## config.mk

```make
export PLATFORM = sky130hd
export DESIGN_NAME = qrt_finish
export DESIGN_NICKNAME = d
export VERILOG_FILES = /design/src/rtl/core/qrt_pkg.sv /design/src/rtl/core/qrt_finish.sv
export SDC_FILE = /design/constraint.sdc
export NUM_CORES = 1
export LEC_CHECK = 0
export BUFFER_PORTS_ARGS = -buffer_cell sky130_fd_sc_hd__buf_2
export CORE_AREA = 3 3 194 196
export DETAILED_ROUTE_END_ITERATION = 8
export DIE_AREA = 0 0 197 199
export PLACE_DENSITY = 0.66
export SETUP_SLACK_MARGIN = 0.3
export SLEW_MARGIN = 20
export SYNTH_ARGS = -nofsm -noshare
export SYNTH_HDL_FRONTEND = slang
export SYNTH_SLANG_ARGS = --single-unit
```

## constraint.sdc

```tcl
create_clock -name clk -period 7.8 [get_ports clk]
set_input_delay 0.39 -clock clk [delete_from_list [all_inputs] [get_ports clk]]
set_output_delay 0.39 -clock clk [all_outputs]
set_load 0.05 [all_outputs]
```

## src/rtl/core/qrt_pkg.sv

```systemverilog
`timescale 1ns / 1ps
// Shared types, widths and arithmetic helpers for the quaternion rigid transform.
// No dependencies; every other file in rtl/core imports this package.
package qrt_pkg;

  // Fixed formats: coordinates Q16.16, quaternion Q1.16
  localparam int CW  = 32;          // coordinate width
  localparam int QF  = 16;          // quaternion fraction bits
  localparam int QW  = QF + 2;      // quaternion register width
  localparam int QNW = QW + 1;      // quaternion after conjugation (negating -2^17)
  localparam int DW  = CW + 1;      // point-to-local difference, exact
  localparam int P1W = QNW + DW;    // first cross product term
  localparam int S1W = P1W + 1;     // difference of two terms
  localparam int UW  = S1W - QF;    // rounded u x v component
  localparam int P2W = QNW + UW;    // second stage product term
  localparam int S2W = P2W + 2;     // sum of three terms
  localparam int RW  = S2W - (QF - 1);  // doubled and rounded rotation offset
  localparam int FW  = ((RW > DW) ? RW : DW) + 2;  // offset + vector + origin

  // Configuration port
  localparam int NREG = 7;
  localparam int PDW  = 32;
  localparam int AW   = $clog2(NREG * 4);
  localparam int IW   = AW - 2;

  localparam logic signed [QW-1:0] QUAT_ONE = QW'(1) << QF;

  typedef enum logic [IW-1:0] {
    REG_QUAT_W   = 3'd0,
    REG_QUAT_X   = 3'd1,
    REG_QUAT_Y   = 3'd2,
    REG_QUAT_Z   = 3'd3,
    REG_ORIGIN_X = 3'd4,
    REG_ORIGIN_Y = 3'd5,
    REG_ORIGIN_Z = 3'd6
  } reg_idx_t;

  typedef enum logic [1:0] {
    KIND_PT_WORLD  = 2'd0,
    KIND_PT_LOCAL  = 2'd1,
    KIND_DIR_WORLD = 2'd2,
    KIND_DIR_LOCAL = 2'd3
  } kind_t;

  typedef struct packed {
    logic signed [QW-1:0] qw;
    logic signed [QW-1:0] qx;
    logic signed [QW-1:0] qy;
    logic signed [QW-1:0] qz;
    logic signed [CW-1:0] ox;
    logic signed [CW-1:0] oy;
    logic signed [CW-1:0] oz;
  } cfg_t;

  typedef struct packed {
    logic [1:0]           kind;
    logic signed [CW-1:0] in_x;
    logic signed [CW-1:0] in_y;
    logic signed [CW-1:0] in_z;
  } in_item_t;

  typedef struct packed {
    logic signed [CW-1:0] out_x;
    logic signed [CW-1:0] out_y;
    logic signed [CW-1:0] out_z;
    logic                 saturated;
  } out_item_t;

  // Stage 1: conjugated quaternion and (translated) vector
  typedef struct packed {
    logic [1:0]            kind;
    logic signed [QNW-1:0] qw;
    logic signed [QNW-1:0] qx;
    logic signed [QNW-1:0] qy;
    logic signed [QNW-1:0] qz;
    logic signed [DW-1:0]  dx;
    logic signed [DW-1:0]  dy;
    logic signed [DW-1:0]  dz;
  } s1_t;

  // Stage 2: u x v partial products
  typedef struct packed {
    logic [1:0]            kind;
    logic signed [QNW-1:0] qw;
    logic signed [QNW-1:0] qx;
    logic signed [QNW-1:0] qy;
    logic signed [QNW-1:0] qz;
    logic signed [DW-1:0]  dx;
    logic signed [DW-1:0]  dy;
    logic signed [DW-1:0]  dz;
    logic signed [P1W-1:0] c0p;
    logic signed [P1W-1:0] c0n;
    logic signed [P1W-1:0] c1p;
    logic signed [P1W-1:0] c1n;
    logic signed [P1W-1:0] c2p;
    logic signed [P1W-1:0] c2n;
  } s2_t;

  // Stage 3: rounded u x v
  typedef struct packed {
    logic [1:0]            kind;
    logic signed [QNW-1:0] qw;
    logic signed [QNW-1:0] qx;
    logic signed [QNW-1:0] qy;
    logic signed [QNW-1:0] qz;
    logic signed [DW-1:0]  dx;
    logic signed [DW-1:0]  dy;
    logic signed [DW-1:0]  dz;
    logic signed [UW-1:0]  u0;
    logic signed [UW-1:0]  u1;
    logic signed [UW-1:0]  u2;
  } s3_t;

  // Stage 4: w*(u x v) + u x (u x v) partial products
  typedef struct packed {
    logic [1:0]            kind;
    logic signed [DW-1:0]  dx;
    logic signed [DW-1:0]  dy;
    logic signed [DW-1:0]  dz;
    logic signed [P2W-1:0] a0w;
    logic signed [P2W-1:0] a0p;
    logic signed [P2W-1:0] a0n;
    logic signed [P2W-1:0] a1w;
    logic signed [P2W-1:0] a1p;
    logic signed [P2W-1:0] a1n;
    logic signed [P2W-1:0] a2w;
    logic signed [P2W-1:0] a2p;
    logic signed [P2W-1:0] a2n;
  } s4_t;

  // Stage 5: rotation offsets, ready for translation
  typedef struct packed {
    logic [1:0]           kind;
    logic signed [DW-1:0] dx;
    logic signed [DW-1:0] dy;
    logic signed [DW-1:0] dz;
    logic signed [RW-1:0] r0;
    logic signed [RW-1:0] r1;
    logic signed [RW-1:0] r2;
  } s5_t;

  // Exact quaternion by vector product
  function automatic logic signed [P1W-1:0] mul_qd(logic signed [QNW-1:0] a,
                                                  logic signed [DW-1:0] b);
    return a * b;
  endfunction

  // Exact quaternion by u x v product
  function automatic logic signed [P2W-1:0] mul_qu(logic signed [QNW-1:0] a,
                                                  logic signed [UW-1:0] b);
    return a * b;
  endfunction

  // Round half up to coordinate units
  function automatic logic signed [UW-1:0] rnd_cross(logic signed [S1W-1:0] s);
    logic [S1W-1:0] t;
    t = s + (S1W'(1) << (QF - 1));
    return t[S1W-1:QF];
  endfunction

  // Double and round half up in one step
  function automatic logic signed [RW-1:0] rnd_twist(logic signed [S2W-1:0] s);
    logic [S2W-1:0] t;
    t = s + (S2W'(1) << (QF - 2));
    return t[S2W-1:QF-1];
  endfunction

endpackage

```

## src/rtl/core/qrt_finish.sv

```systemverilog
`timescale 1ns / 1ps
// Pipeline stage 6: add the vector and, for point to world, the origin;
// saturate and hold in the output register. Depends on qrt_pkg.
module qrt_finish (
  input  logic                clk,
  input  logic                rst,
  input  qrt_pkg::cfg_t       cfg,
  input  logic                up_valid,
  input  qrt_pkg::s5_t        up_data,
  output logic                up_ready,
  output logic                out_valid,
  output qrt_pkg::out_item_t  out_data,
  input  logic                out_stall
);
  import qrt_pkg::*;

  localparam logic signed [FW-1:0] COORD_MAX = (FW'(1) << (CW - 1)) - FW'(1);
  localparam logic signed [FW-1:0] COORD_MIN = ~COORD_MAX;
  localparam logic signed [CW-1:0] OUT_MAX   = COORD_MAX[CW-1:0];
  localparam logic signed [CW-1:0] OUT_MIN   = COORD_MIN[CW-1:0];

  out_item_t            out_next;
  logic                 take6;
  logic                 add_org;
  logic signed [DW-1:0] d_a [3];
  logic signed [RW-1:0] r_a [3];
  logic signed [CW-1:0] o_a [3];
  logic signed [CW-1:0] res [3];
  logic [2:0]           clip;

  assign take6    = !out_valid || !out_stall;
  assign up_ready = take6;
  assign add_org  = (up_data.kind == KIND_PT_WORLD);

  assign d_a[0] = up_data.dx;
  assign d_a[1] = up_data.dy;
  assign d_a[2] = up_data.dz;
  assign r_a[0] = up_data.r0;
  assign r_a[1] = up_data.r1;
  assign r_a[2] = up_data.r2;
  assign o_a[0] = cfg.ox;
  assign o_a[1] = cfg.oy;
  assign o_a[2] = cfg.oz;

  // per component: vector + offset (+ origin), clipped to the coordinate range
  always_comb begin
    logic signed [FW-1:0] org_term;
    logic signed [FW-1:0] sum;
    for (int i = 0; i < 3; i++) begin
      org_term = add_org ? FW'(o_a[i]) : FW'(0);
      sum      = FW'(d_a[i]) + FW'(r_a[i]) + org_term;
      if (sum > COORD_MAX) begin
        res[i]  = OUT_MAX;
        clip[i] = 1'b1;
      end else if (sum < COORD_MIN) begin
        res[i]  = OUT_MIN;
        clip[i] = 1'b1;
      end else begin
        res[i]  = sum[CW-1:0];
        clip[i] = 1'b0;
      end
    end
    out_next.out_x     = res[0];
    out_next.out_y     = res[1];
    out_next.out_z     = res[2];
    out_next.saturated = |clip;
  end

  always_ff @(posedge clk) begin
    if (rst) begin
      out_valid <= 1'b0;
    end else if (take6) begin
      out_valid <= up_valid;
    end
  end

  always_ff @(posedge clk) begin
    if (take6) out_data <= out_next;
  end

  ap_sat_flag: assert property (@(posedge clk) disable iff (rst)
    (out_valid && out_data.saturated) |->
      (out_data.out_x == OUT_MAX || out_data.out_x == OUT_MIN ||
       out_data.out_y == OUT_MAX || out_data.out_y == OUT_MIN ||
       out_data.out_z == OUT_MAX || out_data.out_z == OUT_MIN))
    else $error("saturated flag with no clipped component");

endmodule

```

# After elaboration in Yosys (flattened, before gate mapping)
# Cells that the tools add are included.
# totals
ff_bits	98
word_cells	34
# op_classes
reduce_logical	5
order_cmp	6
add_sub_neg	6
n_mux	12
# op_table
operator	n
$add 44x45->45	3
$gt 45x32->1 const B	3
$lt 45x32->1 const B	3
$mux 45	3
$add 33x43->44	3
$mux 32	3
$mux 1	6
$reduce_or 3->1	1
$logic_not 1->1	2
$logic_not 2->1	1
$logic_or 1x1->1	1

# Depth between registers and ports, before layout
# Gate-level depths: netlist (run 1).
# depth
ltp_word	7
ltp_mapped	21

# Least setup slack after synthesis (run 1)
# No wires, ideal clock.
# synth_timing
kind	input port to flip-flop
start	in up_data[229] in the netlist's numbering
end	reg out_data[0] in the netlist's numbering, data pin
t_required_ns	7.528
path_buffers	2
setup_time_ns	0.272
arrival_time_ns	4.904
stages	16
setup_slack_ns	2.624
cell_sequence	nor2_1 clkbuf_1 and2_1 fa_1 ha_1 clkbuf_1 nand3_1 or4_1 o211ai_1 a21oi_2 o21a_1 a211oi_1 nor4b_1 or4b_1 mux2_2 or4_1
# synth_rtl
item	line	source
start: declaration	qrt_finish.sv:9	input qrt_pkg::s5_t up_data,
end signal: assignment	qrt_finish.sv:78	if (take6) out_data <= out_next;
end: declaration	qrt_finish.sv:12	output qrt_pkg::out_item_t out_data,

# Worst setup path in the final report (run 1)
# layout_timing
start	in up_data[229] in the netlist's numbering
end	reg out_data[15] in the netlist's numbering, data pin
# layout_between
elab_chain_cells	5
word_cells_on_any_way	6
classes_between	add/sub: 1; order compare: 2; mux: 2; reduce/logical: 1
# layout_lines
item	line	source
$logic_not 2->1 *	qrt_finish.sv:33	assign add_org = (up_data.kind == KIND_PT_WORLD);
$mux 45 *	qrt_finish.sv:50	org_term = add_org ? FW'(o_a[i]) : FW'(0);
$add 44x45->45 *	qrt_finish.sv:51	sum = FW'(d_a[i]) + FW'(r_a[i]) + org_term;
$lt 45x32->1	qrt_finish.sv:55	end else if (sum < COORD_MIN) begin
$mux 32	qrt_finish.sv:55	
# Every way passes the cells marked *; elsewhere a longest branch is shown, timed or not.
# A chain may end at the register's enable or synchronous reset.

==> results.yml, run 1 <==
detailed_routing:
  num_vias: 14500
  wl_met2_um: 23300
  first_iter_violations: 870
  highest_layer: "met4"
  drt-total-wl_um: 48000
  wl_met3_um: 2600
  dr.pass1.iters: 5
  wire_per_inst_um: 18.8
  drtAntennaViolNets: 0
  drt-met1-wl_um: 21100
  drc: 0
  viasPerCell: 5.67
synth:
  synth_flop_cell: "edfxtp_1"
  syn_avg_cell_area_um2: 8.79
  synth_cell_types: 78
  synthArstFlopShare_pct: 0
  ys_seq_elements: 98
  synth_edf_count: 97
  synth_nets: 2374
  synth_cells: 1711
  seq_area_frac_synth_pct: 19.5
  ys_warn_count: 0
  syn_area_um2: 15000
final_layout:
  fill_cells: 3530
  areaGrowthSynthToFinish_pct: 18.6
  num_antenna_cells: 0
  fin_cells: 2554
  nets: 2744
  drive_above_1_share_pct: 22.6
floorplanning:
  io_pins: 501
  dieArea_um2: 39200
  fp.dieW_um: 197
  start_util_pct: 41.5
  die_h_um: 199
  row_count: 70
  design.core.area_um2: 36300
pwr:
  p_per_area_nw_per_um2: 232
  max-vdd-ir-drop_mv: 0.113
  leakage_nw: 7.96
placed_design:
  port_buffers: 428
  place_inst: 2538
  globalplace.congestion: 0.897
  dpl.hpwl_um: 40200
timing:
  finalHoldViolations: 0
  clock.fmax_mhz: 176
  setup_violations: 0
  maxSlewHeadroom_pct: 31.2
  rsz0062_at_grt: "false"
  worst_slew_pin_slew_ns: 1.03
  fin_crit_sh_pct: 72.8
  period_needed_ns: 5.68
  slew_viol_final: 0
  fin_tns_setup_ns: 0
  fin_skew_ns: 0.00789
clocking:
  htree_num_levels: 3
  cts_tree: "done"
  clockBufferDepth: 2
  postCtsSetupRepairBufs: 0
  holdBufCountCts: 0
  ctsResizeCount: 0
  clkSinkCount: 98
  root_buffer: "clkbuf_16"
  clk_pin_slew_ns: 0.07
  cts_inserted_buffers: 9
  clock_latency_ns: 0.35
critical_path:
  cp-start-kind: "input port"
  cp.required_ns: 7.85
  reg2reg_depth: 2
  crit_arrival_ns: 5.72
  rr_endpoint: "out_data[81]"
  crit_fanout: 53
  end_kind: "flop"
  timing.rr.start: "out_valid"
  crit_type: "input port to flop"
  rrSetupSlack_ns: 5.73
grt:
  grt-ovfl-total: 0
  grt_pass1_wl_um: 74200
  antenna_found_initial: 1
  grt_use_total_pct: 23.5
  grt_pass1_vias: 14300
  grt_max_degree: 55
job:
  maxCapViolCount: 0
hold_path:
  min-delay-start: "rst"
  hold_path_class: "input port to flop"
  holdPathEnd: "out_valid"
  hold_depth: 2
outcome:
  status: "finished, final reports clean"
placed cells by master (no fill, tap or decap), types with 18 or more instances in the layout:
| cell | netlist | layout |
|---|---|---|
| nand2_1 | 145 | 144 |
| buf_2 | 10 | 428 |
| edfxtp_1 | 97 | 97 |
| a21o_1 | 82 | 82 |
| nand4_1 | 44 | 44 |
| nor2_1 | 100 | 98 |
| a31oi_1 | 21 | 21 |
| o21ai_1 | 48 | 48 |
| nand3_1 | 30 | 30 |
| o21ai_0 | 80 | 80 |
| a211oi_1 | 18 | 18 |
| o21bai_1 | 20 | 20 |
| and2_1 | 109 | 109 |
| inv_1 | 51 | 51 |
| xnor2_1 | 62 | 62 |
| a21oi_1 | 191 | 191 |
| nor3_1 | 27 | 27 |
| o211ai_1 | 20 | 20 |
| xor2_1 | 40 | 40 |
| fa_1 | 132 | 132 |
| ha_1 | 129 | 129 |
metal layers:
| layer | vias up | track usage [%] |
|---|---|---|
| met1 | 6914 | 31.5 |
| met2 | 507 | 40.5 |
| met3 | 56 | 2.69 |
| met4 | 0 | 6.36 |
| met5 | - | 0 |
| li1 | 7004 | - |
cell type report:
cell class | instances | area, um2 | share of cell area [%]
Clock buffer | 14 | 254 | 1.42
Timing Repair Buffer | 435 | 2190 | 12.3
Sequential cell | 98 | 2930 | 16.4
Tap cell | 468 | 586 | 3.28
Inverter | 51 | 191 | 1.07
Multi-Input combinational cell | 1486 | 11600 | 65.3
Clock inverter | 2 | 37.5 | 0.211
Yosys cell counts (all sizes together), types with 12 or more instances:
| cell | number | area, um2 |
|---|---|---|
| inv | 51 | 191 |
| ha | 129 | 1610 |
| and3 | 15 | 93.8 |
| nor3 | 27 | 135 |
| xor2 | 40 | 350 |
| edfxtp | 97 | 2910 |
| a21o | 82 | 616 |
| nand4 | 44 | 275 |
| o211ai | 20 | 150 |
| o21ai | 130 | 658 |
| nand2 | 145 | 544 |
| nand3 | 30 | 150 |
| fa | 132 | 2640 |
| clkbuf | 64 | 240 |
| buf | 12 | 65.1 |
| and2 | 109 | 682 |
| nor4 | 14 | 100 |
| o21bai | 20 | 150 |
| nor2b | 12 | 75.1 |
| o21a | 15 | 113 |
| xnor2 | 62 | 543 |
| a21oi | 192 | 965 |
| nand2b | 13 | 81.3 |
| a211oi | 18 | 135 |
| nor2 | 100 | 375 |
| a31oi | 21 | 131 |
critical path: stages:
cell and delay [ns]:
buf_2 0.11, nor2_4 0.10, buf_4 0.37, and2_1 0.62, fa_1 0.54, ha_1 0.53
nand2_1 0.21, nor2_1 0.24, nand4_1 0.17, or4_1 0.42, o211ai_1 0.20, xor2_1 0.11
nor4_1 0.33, nand4_1 0.34, nand2_1 0.82, o21ai_1 0.18
cells by family after synthesis:
group           after synthesis  synth area share, %
flops                        98                 19.5
mux                           6                0.416
compound gates              561                 23.4
xor+xnor                    102                 5.94
buf+inv                     127                 3.30
simple gates                556                 19.2
fa+ha+maj                   261                 28.3
registers in the layout, indices dropped and copies added (netlist names):
signal	cells
out_data	97
out_valid	1
report_power, final:
part / switching, W / leakage [nW] / internal (W)
clock: 0.000210 / 0.137 / 0.000259
combinational: 0.00192 / 6.87 / 0.000877
sequential: 0.0000542 / 0.957 / 0.000823
worst max-delay path by stage:
stage / startpoint / to / slack (ns) / depth (start not counted)
6_report: up_data[229] / out_data[15] / 2.12 / 16
2_1_floorplan: up_data[229] / out_data[0] / 2.62 / 16
5_1_grt: up_data[229] / out_data[15] / 1.58 / 16
4_1_cts: up_data[229] / out_data[79] / 1.84 / 17
3_3_place_gp: up_data[229] / out_data[66] / 1.58 / 17
3_5_place_dp: up_data[229] / out_data[79] / 1.48 / 17
metrics by stage:
| stage | instance area, um2 | worst slack [ns] | power [W] | hold slack (ns) | utilization (%) |
|---|---|---|---|---|---|
| after floorplan | 15000 | 2.62 | 0.00292 | 0.462 | - |
| after global placement | 17500 | 1.58 | 0.00365 | 0.539 | 48.4 |
| after detailed placement | 17500 | 1.48 | 0.00367 | 0.553 | 48.4 |
| after CTS | 17800 | 1.84 | 0.00415 | 0.169 | 49.2 |
| after global routing | 17800 | 1.58 | 0.00443 | 0.182 | 49.2 |
| final | 17800 | 2.12 | 0.00414 | 0.185 | 49.2 |
Note: power is estimated with default switching activity, not from simulation.
==> inputs of run 2 (changes only) <==
ABC_AREA = 1   (was default)
CORE_AREA = default   (was 3 3 194 196)
CORE_MARGIN = 3   (was default)
CORE_UTILIZATION = 50   (was default)
DIE_AREA = default   (was 0 0 197 199)
PLACE_DENSITY = 0.78   (was 0.66)
clock period = 4.7 ns   (was 7.8 ns; I/O delays follow)
==> run 2 against run 1 <==
  * Via count rose by 31%
  * Utilization rose by 11 points
  * Register-to-register slack got worse by 3.0 ns
  * Non-clock buffer count rose by 32
  * Highest routed layer is now met5
==> results.yml, run 2 <==
timing:
  slew_viol_final: 0
  finalHoldViolations: 0
  clock.fmax_mhz: 241
  fin_skew_ns: 0.00849
  fin_ws_ns: 0.553
  worst_slew_pin_slew_ns: 1.02
  period_needed_ns: 4.15
  fin_crit_sh_pct: 88.2
  setup_violations: 0
  rsz0062_at_grt: "false"
  maxSlewHeadroom_pct: 32.2
  fin_tns_setup_ns: 0
critical_path:
  crit_fanout: 30
  cpMaxStageDelayCell: "fa_1"
  cp.required_ns: 4.82
  crit_buf_inv: 6
  critPathTopFamily: "simple AND/OR/NAND/NOR gates"
  reg2reg_depth: 2
  rr_endpoint: "out_data[34]"
  rrSetupSlack_ns: 2.69
  cp-start-kind: "input port"
  timing.rr.start: "out_valid"
  worstSetupEndpoint: "out_data[49]"
  crit_type: "input port to flop"
  crit_arrival_ns: 4.27
  end_kind: "flop"
  crit_cells: 25
  startpoint: "up_data[229]"
  cpPeakStageDelay_ns: 0.50
  crit_top_cell: "nand2_1"
synth:
  synth_flop_cell: "edfxtp_1"
  syn_avg_cell_area_um2: 6.42
  synth_area_leaders: "nand2_1, edfxtp_1, fa_1"
  synth_top_area_cell: "nand2_1"
  synth_cell_types: 41
  syn_area_um2: 17700
  synthArstFlopShare_pct: 0
  ys_top_cells_by_count: "nand2_1, inv_1, nor2_1"
  synth_edf_count: 97
  synth_nets: 3417
  ys_seq_elements: 98
  ys_warn_count: 0
  post-synth-top-count-cell: "nand2_1"
  synth_cells: 2754
  seq_area_frac_synth_pct: 16.6
  synth_top_area_share_pct: 19.4
grt:
  grt_use_total_pct: 33.1
  grt_pass1_wl_um: 99600
  grt_pass1_vias: 18600
  grt_max_degree: 69
  antenna_found_initial: 3
  grt-ovfl-total: 0
clocking:
  htree_num_levels: 3
  clockBufferDepth: 2
  clock_latency_ns: 0.38
  clkSinkCount: 98
  cts_tree: "done"
  root_buffer: "clkbuf_16"
  clk_pin_slew_ns: 0.08
  cts_inserted_buffers: 9
job:
  maxCapViolCount: 0
floorplanning:
  dieArea_um2: 37700
  fp.dieW_um: 194
  design.core.area_um2: 34700
  io_pins: 501
  die_h_um: 194
  start_util_pct: 50.9
  row_count: 68
final_layout:
  reg_top3: "out_data: 97 flops, out_valid: 1 flops"
  drive_above_1_share_pct: 18.4
  largest_reg_flops: 97
  regMostFlops: "out_data"
  final_common_cell: "nand2_1"
  areaGrowthSynthToFinish_pct: 18.3
  nets: 3866
  fin_cells: 3664
  final_cell_mix: "nand2_1, inv_1, buf_2"
detailed_routing:
  drtAntennaViolNets: 0
  first_iter_violations: 1546
  dr.pass1.iters: 6
  viasPerCell: 5.20
  drc: 0
  drt-total-wl_um: 63200
  wire_per_inst_um: 17.3
  num_vias: 19000
pwr:
  p_clk_share_pct: 10.0
  max-vdd-ir-drop_mv: 0.429
  power.share.switching_pct: 56.5
  pwr-share-comb_pct: 70.0
  p_switching_w: 0.00432
  p_int_w: 0.00332
  p_total_w: 0.00765
  pwr-share-seq_pct: 20.1
  leakage_nw: 11.7
  p_per_area_nw_per_um2: 366
placed_design:
  globalplace.congestion: 1.05
  pre_cts_slack_ns: 0.222
  port_buffers: 428
  dpl.hpwl_um: 55500
  place_inst: 3646
outcome:
  status: "finished, final reports clean"
hold_path:
  min-delay-start: "up_valid"
  hold_path_class: "input port to flop"
run 2: cell count changes after synthesis, moves of 51 or more:
| cell | change |
|---|---|
| nor2_1 | +238 |
| a21oi_1 | -74 |
| inv_1 | +467 |
| and2_1 | -108 |
| a21o_1 | -80 |
| nand2_1 | +767 |
| clkbuf_1 | -51 |
| nand3_1 | +67 |
run 2: worst min-delay path, cell delays in order:
cell and delay (ns):
buf_2 0.10, inv_1 0.04, a21oi_1 0.05
run 2: cell type report:
| cell class | instances | area, um2 |
|---|---|---|
| Clock buffer | 10 | 229 |
| Timing Repair Buffer | 467 | 2540 |
| Clock inverter | 6 | 41.3 |
| Tap cell | 455 | 569 |
| Inverter | 529 | 1990 |
| Fill cell | 3341 | 13800 |
| Antenna cell | 1 | 2.50 |
| Sequential cell | 98 | 2930 |
| Multi-Input combinational cell | 2098 | 12600 |
run 2: routing by layer:
metal | part of all wire [%] | up-vias | track usage, %
met3 | 7.1 | 107 | 3.63
met5 | 0.021 | - | 0
met4 | 2.9 | 2 | 10.2
met1 | 42 | 8758 | 43.8
met2 | 48 | 785 | 57.1
li1 | - | 9387 | -
run 2: worst min path at each step:
stage	end	slack, ns	cells past startpoint
6_report	out_valid	0.08	3
5_1_grt	out_valid	0.08	3
4_1_cts	out_valid	0.07	3
3_5_place_dp	out_valid	0.40	2
3_3_place_gp	out_valid	0.40	2
2_1_floorplan	out_valid	0.30	1
run 2: power by group through the flow:
stage	Clock [W]	Sequential, W	Combinational (W)
floorplan	0	0.00274	0.00252
global placement	0	0.00155	0.00522
detailed placement	0	0.00155	0.00528
CTS	0.000771	0.00153	0.00530
global route	0.000802	0.00156	0.00580
finish	0.000761	0.00153	0.00535
run 2: cells by family (layout without fill, tap and decap cells):
group           after synthesis  count (layout)  share of synthesized area, %
other cells                   0               1                             0
fa+ha+maj                   261             261                          24.1
buf+inv                     558            1012                          12.2
flops                        98              98                          16.6
compound gates              277             277                          8.70
simple gates               1476            1476                          34.3
xor+xnor                     84              84                          4.16
run 2: stage by stage:
stage               util, %  area [um2]  hold WS [ns]
detailed placement     59.4       20600         0.405
global route           60.3       20900        0.0795
CTS                    60.2       20900        0.0721
finish                 60.3       20900        0.0816
floorplan                 -       17700         0.304
global placement       59.4       20600         0.396
run 2: repair_timing:
action	in CTS	in global routing
setup buffers	0	0
resized for setup	0	4
hold buffers	1	0
hold endpoints to repair	1	0
setup endpoints to repair	0	30
==> inputs of run 3 (changes only) <==
CORE_AREA = 2 2 197 199   (was default)
CORE_MARGIN = default   (was 3)
CORE_UTILIZATION = default   (was 50)
DIE_AREA = 0 0 199 201   (was default)
GPL_TIMING_DRIVEN = 0   (was default)
PLACE_DENSITY = 0.74   (was 0.78)
==> run 3 against run 2 <==
  * Sequential power about the same
  * Final cell count up 1.7%
  * Sequential share of layout area down 0.27 points
  * Routed wire length up 6.8%
  * Die area up 6.2%
  * Register-to-register slack better by 0.43 ns
  * Critical path depth down 1
  * Flip-flop and latch count unchanged
  * Via count down 0.75%
  * Power up 3.2%
  * Largest power group unchanged
==> results.yml, run 3 (synthesis results as in run 2) <==
outcome:
  status: "finished, final reports clean"
critical_path:
  crit_arrival_ns: 4.42
  crit_fanout: 11
  cp-start-kind: "input port"
  crit_type: "input port to flop"
  end_kind: "flop"
  cp.required_ns: 4.90
final_layout:
  fill_cells: 3831
  regMostFlops: "out_data"
  reg_top3: "out_data: 97 flops, out_valid: 1 flops"
  largest_reg_flops: 97
  fin_cells: 3727
  nets: 3866
  multi_input_area_um2: 12900
  final_cell_mix: "nand2_1, inv_1, buf_2"
  drive_above_1_share_pct: 20.1
  seqCellArea_um2: 2930
  areaGrowthSynthToFinish_pct: 20.6
  final_common_cell: "nand2_1"
  fin_area_um2: 21300
detailed_routing:
  viasPerCell: 5.07
  drtAntennaViolNets: 0
  num_vias: 18900
  drc: 0
  wire_per_inst_um: 18.1
  drt-total-wl_um: 67500
  first_iter_violations: 1315
  dr.pass1.iters: 6
timing:
  worst_slew_pin_slew_ns: 0.854
  fin_crit_sh_pct: 89.9
  slew_viol_final: 0
  clock.fmax_mhz: 237
  fin_tns_setup_ns: 0
  period_needed_ns: 4.22
  fin_skew_ns: 0.0209
  fin_ws_ns: 0.476
  rsz0062_at_grt: "false"
  finalHoldViolations: 0
  maxSlewHeadroom_pct: 42.5
  setup_violations: 0
placed_design:
  globalplace.congestion: 0.985
  place_inst: 3702
  placed_area_um2: 20500
  dpl.hpwl_um: 58500
  port_buffers: 428
  pre_cts_slack_ns: -2.28
clocking:
  clkSinkCount: 98
  cts_tree: "done"
  clk_pin_slew_ns: 0.07
  clock_latency_ns: 0.41
  clockBufferDepth: 2
  cts_inserted_buffers: 9
  htree_num_levels: 3
  root_buffer: "clkbuf_16"
pwr:
  max-vdd-ir-drop_mv: 0.372
  p_per_area_nw_per_um2: 370
  leakage_nw: 11.7
floorplanning:
  die_h_um: 201
  io_pins: 501
  fp.dieW_um: 199
  dieArea_um2: 40000
  row_count: 72
  design.core.area_um2: 38100
  start_util_pct: 46.4
grt:
  antenna_found_initial: 2
  grt-ovfl-total: 0
  grt_max_degree: 55
  grt_use_total_pct: 33.8
  grt_pass1_wl_um: 102000
  grt_pass1_vias: 18600
hold_path:
  hold_path_class: "input port to flop"
job:
  maxCapViolCount: 0
-- run 3: final timing paths --
check / cells after the start / start / endpoint / slack (ns)
min: 3 / up_valid / out_valid / 0.08
min reg2reg: 2 / out_valid / out_valid / 1.05
max reg2reg: 2 / out_valid / out_data[43] / 3.12
max: 24 / up_data[229] / out_data[55] / 0.48
-- run 3: repair_timing --
action                     CTS  global route
setup buffers                3             4
resized for setup           42            84
pin swaps                    2             5
setup endpoints to repair   97            93
hold endpoints to repair     1             0
hold buffers                 1             0
-- run 3: per-layer routing --
metal  track usage [%]  routed length [um]
met5                 0                  12
met4              10.8                2070
met3              3.78                4180
met2              58.8               32500
met1              43.5               28800
-- run 3: power by group --
group	switching [W]	leakage, nW	internal, W
Sequential	0.000110	0.969	0.00141
Clock	0.000412	0.156	0.000471
Combinational	0.00392	10.6	0.00157
-- run 3: through the flow --
| stage | power, W | util, % | hold WS (ns) |
|---|---|---|---|
| after floorplan | 0.00525 | - | 0.304 |
| after global placement | 0.00682 | 53.7 | 0.399 |
| after detailed placement | 0.00685 | 53.9 | 0.398 |
| after CTS | 0.00778 | 55.1 | 0.0709 |
| after global routing | 0.00839 | 56.0 | 0.104 |
| final | 0.00789 | 56.0 | 0.0830 |
-- run 3: final cells by class --
class	count	area share, %
diodes	1	0.0117
plain buffers	29	1.19
clock buffers	10	1.07
clock inverters	6	0.417
inverters	529	9.31
multi-input cells	2098	60.6
flip-flops and latches	98	13.8
well taps	518	3.04
repair buffers	438	10.7
-- run 3: worst max-delay path: stages --
cell and delay [ns]:
buf_2 0.11, nor2_4 0.21, inv_2 0.09, buf_12 0.17, buf_2 0.22, nor2_4 0.21, buf_8 0.19, fa_1 0.43
ha_1 0.36, inv_1 0.07, o21ai_0 0.46, o21ai_0 0.18, nand2_1 0.14, a21oi_4 0.06, nand3_1 0.09, nand2_1 0.05
nand2_1 0.16, inv_1 0.06, nand3_1 0.08, nor2_1 0.05, nor2_1 0.24, inv_2 0.12, buf_4 0.22, o21ai_1 0.19
